## config.mk

```make
export PLATFORM = sky130hd
export DESIGN_NAME = greedy_tour_edge_selector_top
export DESIGN_NICKNAME = d
export VERILOG_FILES = /design/src/rtl/gtes_pkg.sv /design/src/rtl/gtes_ram.sv /design/src/rtl/greedy_tour_edge_selector_top.sv
export SDC_FILE = /design/constraint.sdc
export NUM_CORES = 2
export LEC_CHECK = 0
export BUFFER_PORTS_ARGS = -buffer_cell sky130_fd_sc_hd__buf_2
export CAP_MARGIN = 20
export CORE_UTILIZATION = 40
export CTS_CLUSTER_SIZE = 28
export DETAILED_ROUTE_END_ITERATION = 10
export REMOVE_ABC_BUFFERS = 1
export SLEW_MARGIN = 5
export SYNTH_ARGS = -nofsm -noshare
export SYNTH_HDL_FRONTEND = slang
export SYNTH_MEMORY_MAX_BITS = 65536
export SYNTH_SLANG_ARGS = --single-unit
```

## constraint.sdc

```tcl
create_clock -name clk -period 24.3 [get_ports clk]
set_input_delay 0 -clock clk [delete_from_list [all_inputs] [get_ports clk]]
set_output_delay 0 -clock clk [all_outputs]
set_load 0.02 [all_outputs]
```

## src/rtl/gtes_pkg.sv

```systemverilog
package gtes_pkg;

  localparam int MAX_NODES_DEF = 256;
  localparam logic [8:0] NODE_COUNT_RESET = 9'd256;

  localparam logic [1:0] OP_START  = 2'd0;
  localparam logic [1:0] OP_OFFER  = 2'd1;
  localparam logic [1:0] OP_FINISH = 2'd2;
  localparam logic [1:0] OP_SPARE  = 2'd3;

  typedef struct packed {
    logic [1:0]  opcode;
    logic [7:0]  node_from;
    logic [7:0]  node_to;
    logic [31:0] edge_weight;
  } in_t;

  typedef struct packed {
    logic        accepted;
    logic        path_complete;
    logic [47:0] total_length;
    logic        length_saturated;
    logic [7:0]  end_first;
    logic [7:0]  end_second;
    logic        ends_valid;
  } out_t;

endpackage

```

## src/rtl/gtes_ram.sv

```systemverilog
module gtes_ram #(
  parameter int WIDTH = 8,
  parameter int DEPTH = 256
) (
  input  logic                     clk,
  input  logic                     we,
  input  logic [$clog2(DEPTH)-1:0] waddr,
  input  logic [WIDTH-1:0]         wdata,
  input  logic [$clog2(DEPTH)-1:0] raddr,
  output logic [WIDTH-1:0]         rdata
);

  logic [WIDTH-1:0] mem [DEPTH];

  always_ff @(posedge clk) begin
    if (we) begin
      mem[waddr] <= wdata;
    end
    rdata <= mem[raddr];
  end

endmodule

```

## src/rtl/greedy_tour_edge_selector_top.sv

```systemverilog
// Greedy-edge tour builder. A request is taken when start is high and busy is low; busy falls
// in the cycle in which its result is shown. Every request gives exactly one result, presented
// on result for a single cycle with done high, and the receiver cannot stall it. A start request
// clears both memories before its result is shown, clearing one memory entry a cycle, and the
// clearing pass after reset holds busy while it runs. An accepted edge offer reads both endpoint
// degrees, walks the parent links in the two set root searches and then writes the join; union
// by size keeps each chain at most log2 of MAX_NODES links long. Rejected offers finish sooner;
// when the path is complete or an endpoint is out of range, done rises in the cycle after the
// offer is taken. A finish request sweeps the first n entries of the degree memory, where n is
// node_count clamped to 2..MAX_NODES. Node state lives in two simple dual-port RAMs.
module greedy_tour_edge_selector_top #(
  parameter int MAX_NODES = gtes_pkg::MAX_NODES_DEF
) (
  input  logic           clk,
  input  logic           rst,
  input  logic           start,
  output logic           busy,
  input  gtes_pkg::in_t  request,
  input  logic           cfg_we,
  input  logic [8:0]     cfg_data,
  output logic           done,
  output gtes_pkg::out_t result
);
  import gtes_pkg::*;

  localparam int NW = (MAX_NODES > 2) ? $clog2(MAX_NODES) : 1;
  localparam int SW = $clog2(MAX_NODES + 1);
  localparam int UW = NW + SW;

  localparam logic [3:0] S_IDLE   = 4'd0;
  localparam logic [3:0] S_CLR    = 4'd1;
  localparam logic [3:0] S_DEGU   = 4'd2;
  localparam logic [3:0] S_DEGV   = 4'd3;
  localparam logic [3:0] S_DEGCHK = 4'd4;
  localparam logic [3:0] S_FRD    = 4'd5;
  localparam logic [3:0] S_FCHK   = 4'd6;
  localparam logic [3:0] S_JOIN1  = 4'd7;
  localparam logic [3:0] S_JOIN2  = 4'd8;
  localparam logic [3:0] S_FIN    = 4'd9;

  logic [3:0]    state;
  logic [8:0]    node_count;
  logic [SW-1:0] n_act;
  logic [SW-1:0] cnt;
  logic          clr_emit;
  logic          pend;
  logic [NW-1:0] pidx;
  logic          have_a;
  logic          have_b;
  logic [NW-1:0] end_a;
  logic [NW-1:0] end_b;
  logic [NW-1:0] u_addr;
  logic [NW-1:0] v_addr;
  logic [31:0]   weight;
  logic [1:0]    du;
  logic [1:0]    dv;
  logic [NW-1:0] cur;
  logic          which;
  logic [NW-1:0] ru;
  logic [NW-1:0] rv;
  logic [SW-1:0] su;
  logic [SW-1:0] sv;
  logic [SW-1:0] edges_taken;
  logic [47:0]   length_sum;
  logic          sum_saturated;
  logic          tour_done;

  logic          uf_we;
  logic [NW-1:0] uf_waddr;
  logic [UW-1:0] uf_wdata;
  logic [UW-1:0] uf_rdata;
  logic          dg_we;
  logic [NW-1:0] dg_waddr;
  logic [1:0]    dg_wdata;
  logic [NW-1:0] dg_raddr;
  logic [1:0]    dg_rdata;

  logic [NW-1:0] rd_parent;
  logic [SW-1:0] rd_size;
  logic          swap;
  logic [NW-1:0] root_a;
  logic [NW-1:0] root_b;
  logic [48:0]   sum_wide;
  logic [SW-1:0] edges_new;
  logic          limit_hit;
  logic          limit_new;

  assign busy      = (state != S_IDLE);
  assign rd_parent = uf_rdata[UW-1:SW];
  assign rd_size   = uf_rdata[SW-1:0];
  assign swap      = (su < sv);
  assign root_a    = swap ? rv : ru;
  assign root_b    = swap ? ru : rv;
  assign sum_wide  = {1'b0, length_sum} + {17'd0, weight};
  assign edges_new = edges_taken + SW'(1);
  assign limit_hit = (32'(edges_taken) + 32'd1 >= 32'(n_act));
  assign limit_new = (32'(edges_new) + 32'd1 >= 32'(n_act));

  always_comb begin
    if ({23'd0, node_count} < 32'd2) begin
      n_act = SW'(2);
    end else if ({23'd0, node_count} > 32'(MAX_NODES)) begin
      n_act = SW'(MAX_NODES);
    end else begin
      n_act = SW'(node_count);
    end
  end

  always_comb begin
    uf_we    = 1'b0;
    uf_waddr = cnt[NW-1:0];
    uf_wdata = {cnt[NW-1:0], SW'(1)};
    dg_we    = 1'b0;
    dg_waddr = cnt[NW-1:0];
    dg_wdata = 2'd0;
    dg_raddr = cnt[NW-1:0];
    case (state)
      S_CLR: begin
        uf_we = 1'b1;
        dg_we = 1'b1;
      end
      S_DEGU: begin
        dg_raddr = u_addr;
      end
      S_DEGV: begin
        dg_raddr = v_addr;
      end
      S_JOIN1: begin
        uf_we    = 1'b1;
        uf_waddr = root_b;
        uf_wdata = {root_a, swap ? su : sv};
        dg_we    = 1'b1;
        dg_waddr = u_addr;
        dg_wdata = du + 2'd1;
      end
      S_JOIN2: begin
        uf_we    = 1'b1;
        uf_waddr = root_a;
        uf_wdata = {root_a, SW'(su + sv)};
        dg_we    = 1'b1;
        dg_waddr = v_addr;
        dg_wdata = dv + 2'd1;
      end
      default: begin
      end
    endcase
  end

  gtes_ram #(.WIDTH(UW), .DEPTH(MAX_NODES)) u_uf_ram (
    .clk   (clk),
    .we    (uf_we),
    .waddr (uf_waddr),
    .wdata (uf_wdata),
    .raddr (cur),
    .rdata (uf_rdata)
  );

  gtes_ram #(.WIDTH(2), .DEPTH(MAX_NODES)) u_deg_ram (
    .clk   (clk),
    .we    (dg_we),
    .waddr (dg_waddr),
    .wdata (dg_wdata),
    .raddr (dg_raddr),
    .rdata (dg_rdata)
  );

  always_ff @(posedge clk) begin
    if (rst) begin
      state         <= S_CLR;
      node_count    <= NODE_COUNT_RESET;
      cnt           <= '0;
      clr_emit      <= 1'b0;
      pend          <= 1'b0;
      done          <= 1'b0;
      edges_taken   <= '0;
      length_sum    <= '0;
      sum_saturated <= 1'b0;
      tour_done     <= 1'b0;
    end else begin
      done <= 1'b0;
      if (cfg_we) begin
        node_count <= cfg_data;
      end
      case (state)
        S_IDLE: begin
          if (start) begin
            u_addr <= NW'(request.node_from);
            v_addr <= NW'(request.node_to);
            weight <= request.edge_weight;
            cnt    <= '0;
            result <= '{accepted: 1'b0,
                        path_complete: tour_done ||
                                       ((request.opcode == OP_OFFER) && limit_hit),
                        total_length: length_sum,
                        length_saturated: sum_saturated,
                        end_first: 8'd0,
                        end_second: 8'd0,
                        ends_valid: 1'b0};
            case (request.opcode)
              OP_START: begin
                clr_emit <= 1'b1;
                state    <= S_CLR;
              end
              OP_OFFER: begin
                if (tour_done || limit_hit) begin
                  tour_done <= 1'b1;
                  done      <= 1'b1;
                end else if ((32'(request.node_from) < 32'(n_act)) &&
                             (32'(request.node_to) < 32'(n_act))) begin
                  state <= S_DEGU;
                end else begin
                  done <= 1'b1;
                end
              end
              OP_FINISH: begin
                pend   <= 1'b0;
                have_a <= 1'b0;
                have_b <= 1'b0;
                state  <= S_FIN;
              end
              default: begin
                done <= 1'b1;
              end
            endcase
          end
        end
        S_CLR: begin
          cnt <= cnt + SW'(1);
          if (32'(cnt) == 32'(MAX_NODES - 1)) begin
            edges_taken   <= '0;
            length_sum    <= '0;
            sum_saturated <= 1'b0;
            tour_done     <= 1'b0;
            result        <= '0;
            done          <= clr_emit;
            clr_emit      <= 1'b0;
            state         <= S_IDLE;
          end
        end
        S_DEGU: begin
          state <= S_DEGV;
        end
        S_DEGV: begin
          du    <= dg_rdata;
          state <= S_DEGCHK;
        end
        S_DEGCHK: begin
          dv    <= dg_rdata;
          cur   <= u_addr;
          which <= 1'b0;
          if (du >= 2'd2 || dg_rdata >= 2'd2) begin
            done  <= 1'b1;
            state <= S_IDLE;
          end else begin
            state <= S_FRD;
          end
        end
        S_FRD: begin
          state <= S_FCHK;
        end
        S_FCHK: begin
          if (rd_parent != cur) begin
            cur   <= rd_parent;
            state <= S_FRD;
          end else if (!which) begin
            ru    <= cur;
            su    <= rd_size;
            cur   <= v_addr;
            which <= 1'b1;
            state <= S_FRD;
          end else begin
            rv <= cur;
            sv <= rd_size;
            if (ru == cur) begin
              done  <= 1'b1;
              state <= S_IDLE;
            end else begin
              state <= S_JOIN1;
            end
          end
        end
        S_JOIN1: begin
          state <= S_JOIN2;
        end
        S_JOIN2: begin
          edges_taken <= edges_new;
          if (sum_wide[48]) begin
            length_sum    <= '1;
            sum_saturated <= 1'b1;
          end else begin
            length_sum <= sum_wide[47:0];
          end
          result <= '{accepted: 1'b1,
                      path_complete: limit_new,
                      total_length: sum_wide[48] ? {48{1'b1}} : sum_wide[47:0],
                      length_saturated: sum_saturated || sum_wide[48],
                      end_first: 8'd0,
                      end_second: 8'd0,
                      ends_valid: 1'b0};
          if (limit_new) begin
            tour_done <= 1'b1;
          end
          done  <= 1'b1;
          state <= S_IDLE;
        end
        S_FIN: begin
          if (cnt < n_act) begin
            pend <= 1'b1;
            pidx <= cnt[NW-1:0];
            cnt  <= cnt + SW'(1);
          end else begin
            pend <= 1'b0;
          end
          if (pend && dg_rdata == 2'd1) begin
            if (!have_a) begin
              have_a <= 1'b1;
              end_a  <= pidx;
            end else begin
              have_b <= 1'b1;
              end_b  <= pidx;
            end
          end
          if (!pend && cnt >= n_act) begin
            result <= '{accepted: 1'b0,
                        path_complete: tour_done,
                        total_length: length_sum,
                        length_saturated: sum_saturated,
                        end_first: (have_a && have_b) ? 8'(end_a) : 8'd0,
                        end_second: (have_a && have_b) ? 8'(end_b) : 8'd0,
                        ends_valid: have_a && have_b};
            done  <= 1'b1;
            state <= S_IDLE;
          end
        end
        default: begin
          state <= S_IDLE;
        end
      endcase
    end
  end

  a_done_idle: assert property (@(posedge clk) disable iff (rst) done |-> !busy)
    else $error("result strobe while busy");
  a_done_after_work: assert property (@(posedge clk) disable iff (rst)
    done |-> $past(busy || start))
    else $error("result strobe without a request in progress");
  a_ends_order: assert property (@(posedge clk) disable iff (rst)
    done && result.ends_valid |-> result.end_first < result.end_second)
    else $error("tour ends out of order");
  a_accept_not_finish: assert property (@(posedge clk) disable iff (rst)
    done && result.accepted |-> !result.ends_valid)
    else $error("accepted edge reported with tour ends");

endmodule
```

==> run_results.csv <==
group,metric,value,unit
run_status,outcome,"complete, no violations",
clock_network,cts_root_buf,"clkbuf_16",
sta,hold_viol,0,
critical_path,cp_cell_sequence,"or2_2, nor2_1, nand2_2, inv_2, buf_4, nor2_1, nand2_1, nand3_1, nor2b_1, nand3_2, buf_4, nor2_1, buf_4",
sta,setup_tns,0,ns
sta,fmax,151.4,MHz
clock_network,cts_tree,"yes",
power_and_ir_drop,finalPower,18.03,mW
logic_synthesis,synth-main-ff-cell,"edfxtp_1",
drt,routed_wl,534400,um
global_routing,grt_pass1_vias,101779,
floorplanning,coreArea,0.5026,mm2
floorplanning,die_x,713.2,um
sta,setup_viol,0,
drt,num_vias,101198,
clock_network,cts_repair_resize_count,0,
global_routing,grt_pass1_wl,761000,um
global_routing,use_met2,33.41,%
logic_synthesis,synthCells,9448,
logic_synthesis,seq_area_frac_synth,76.03,%
global_routing,grtUsageTotal,20.66,%
placed_design,gp_congestion,0.8359,
layout,fin_cells,17245,
drt,wl_per_cell,30.99,um
global_routing,antenna_found_initial,30,
sta,finalCritPeriodShare,27.19,%
logic_synthesis,synthArstFlopShare,0,%
logic_synthesis,avgSynthCellArea,21.41,um2
logic_synthesis,ys_ff_latch,5156,
sta,rsz0062_at_grt,"false",
critical_path,cp_num_buf_inv,4,
sta,drv_slew,0,
logic_synthesis,synth_edf_count,5053,
floorplanning,die_area,0.5086,mm2
layout,multi_input_area,0.04695,mm2
clock_network,cts_buffers,542,
sta,holdWs,0.08934,ns
critical_path,cp.required,25.04,ns
drt,drtAntennaViolNets,0,
layout,final_nets,10296,
floorplanning,io_pins,133,
critical_path,slowest_stage,"nor2_1",
layout,mostFrequentLayoutCells,"5053 x edfxtp_1, 1496 x mux4_2, 547 x clkbuf_16",
critical_path,critPathKind,"reg2reg",
sta,worst_pin_slew,1.381,ns
drt,drt-pass1-iter-count,6,
run,drv_cap,0,
hold_path,hold_path_class,"in2reg",
layout,final_layout_size_suffix_gt1_share,28.49,%
global_routing,grt_max_degree,257,
sta,fin_skew,0.08612,ns
critical_path,cp_top_family,"simple AND/OR/NAND/NOR gates",
logic_synthesis,ys_warn_count,0,
layout,regArea,0.1538,mm2
clock_network,clock_path_buffers,4,
floorplanning,start_util,40.25,%
power_and_ir_drop,irDropWorstVdd,0.07688,mV
global_routing,top_usage_layer,"met2",
layout,fillers,41023,
drt,drc,0,
placed_design,dp_hpwl,316000,um
layout,final_common_cell,"edfxtp_1",
critical_path,crit_path_end_kind,"flip-flop",
drt,viasPerCell,5.868,
critical_path,worstPathMaxFanout,71,
logic_synthesis,synth_cell_types,76,
layout,syn_to_final_growth,14.97,%
clock_network,clkTransAtPathRegs,0.06,ns
power_and_ir_drop,power_per_cell_area,77.52,mW/mm2
placed_design,dp.cells,16099,
drt,drt_iter0_drc,12331,
power_and_ir_drop,leakagePower,75.51,nW
layout,final_area,0.2326,mm2
floorplanning,fp.dieH,713.2,um
placed_design,portBuffers,132,
global_routing,met3_usage,3.572,%
floorplanning,num_rows,260,
logic_synthesis,syn_area,0.2023,mm2
clock_network,htree_levels,6,
placed_design,placed_area,0.2133,mm2
critical_path,crit_path_max_incr_delay,0.79,ns
global_routing,grt_use_met1,29.15,%
critical_path,critPathArrivalTime,7.35,ns
sta,period_minus_slack,6.607,ns
global_routing,overflow,0,
clock_network,clock-sinks,5156,
critical_path,start_kind,"flip-flop",
clock_network,clk_latency,1.08,ns
sta,slew_headroom,7.919,%
cell families after synthesis:
logic type / count (synthesis) / synth area share (%)
muxes: 1559 / 17.02
DFF: 5156 / 76.03
and+or+nand+nor: 1428 / 3.040
adders and majority gates: 101 / 0.6321
buffers and inverters: 581 / 1.178
xor gates and xnor gates: 71 / 0.3074
AOI/OAI and AO/OA: 552 / 1.800
cell usage after synthesis (all sizes together), types with 6 or more instances:
master  count  area share (%)
o221a       6           0.033
and3       39            0.12
a32o        7           0.035
xor2       23            0.10
o31ai       6           0.022
clkbuf    334            0.62
mux2i      53            0.27
o22ai      13           0.040
nand2b      9           0.028
a311oi     11           0.048
a211oi     16           0.059
nor4       20           0.062
a21boi      9           0.033
or3         9           0.028
o21bai     12           0.045
mux4     1501              17
and2       38            0.12
o211ai     23           0.085
buf       195            0.46
a21oi     136            0.34
a22o       35            0.15
and4        6           0.026
o21ai     100            0.25
xnor2      48            0.21
o221ai      9           0.039
nand2     382            0.71
nor2      630             1.2
edfxtp   5053              75
nor2b      13           0.040
a31oi      56            0.17
dfxtp     103             1.0
a22oi      30            0.11
nand3     201            0.50
ha         99            0.61
o21a       17           0.063
a21o       31            0.12
nor3       42            0.10
inv        51           0.095
nand4      18           0.056
or2         6           0.019
per-layer routing:
metal,routed length (um),vias up,part of all wire (%)
li1,-,40895,-
met1,217900,54673,41
met2,257600,4812,48
met3,43720,808,8.2
met4,15070,10,2.8
met5,70,-,0.013
flip-flops by register name, summed over array words and instances, names as in the netlist, 9 cells and up:
name            cells
length_sum         48
weight             32
su                  9
u_uf_ram.mem     4352
u_uf_ram.rdata     17
cnt                 9
sv                  9
node_count          9
result             68
u_deg_ram.mem     512
edges_taken         9
stage by stage:
step	setup slack, ns	utilization [%]
final	17.69	46.27
after global routing	17.26	46.27
after CTS	17.63	46.17
after detailed placement	17.59	42.44
after global placement	17.64	42.31
after floorplan	-22.29	-
final timing paths:
check        slack, ns                             to  cells after the start                   from
max              17.69  u_uf_ram.mem[11][6]$_DFFE_PP_                     13  state[2]$_SDFFE_PP0P_
min reg2reg       0.47             end_b[1]$_DFFE_PP_                      0      pidx[1]$_DFFE_PP_
max reg2reg      17.69  u_uf_ram.mem[11][6]$_DFFE_PP_                     13  state[2]$_SDFFE_PP0P_
min               0.09          clr_emit$_SDFFE_PP0P_                      5                  start
power by group:
group / total (mW) / internal [mW] / switching [mW]
Clock: 8.14 / 4.66 / 3.48
Sequential: 9.67 / 9.66 / 0.00654
Combinational: 0.224 / 0.0627 / 0.161
layout make-up:
| class | instances | share of cell area [%] |
|---|---|---|
| Inverter | 52 | 0.08392 |
| Sequential cell | 5156 | 66.13 |
| Multi-Input combinational cell | 3711 | 20.19 |
| Tap cell | 6681 | 3.594 |
| Antenna cell | 10 | 0.01076 |
| Timing Repair Buffer | 669 | 2.546 |
| Clock inverter | 301 | 1.347 |
| Clock buffer | 665 | 6.102 |
tightest hold or removal path, cell delays in order:
cell and delay [ns]:
dlygate4sd3_1 0.58, buf_2 0.18, mux2_2 0.18, a31oi_1 0.08, nor2_1 0.07
what timing repair did:
| action | 4_1_cts | 5_1_grt |
|---|---|---|
| setup buffers | 0 | 0 |
| hold buffers | 141 | 0 |
| hold endpoints to repair | 154 | 0 |
No activity file was read; power rests on OpenSTA's default activity.
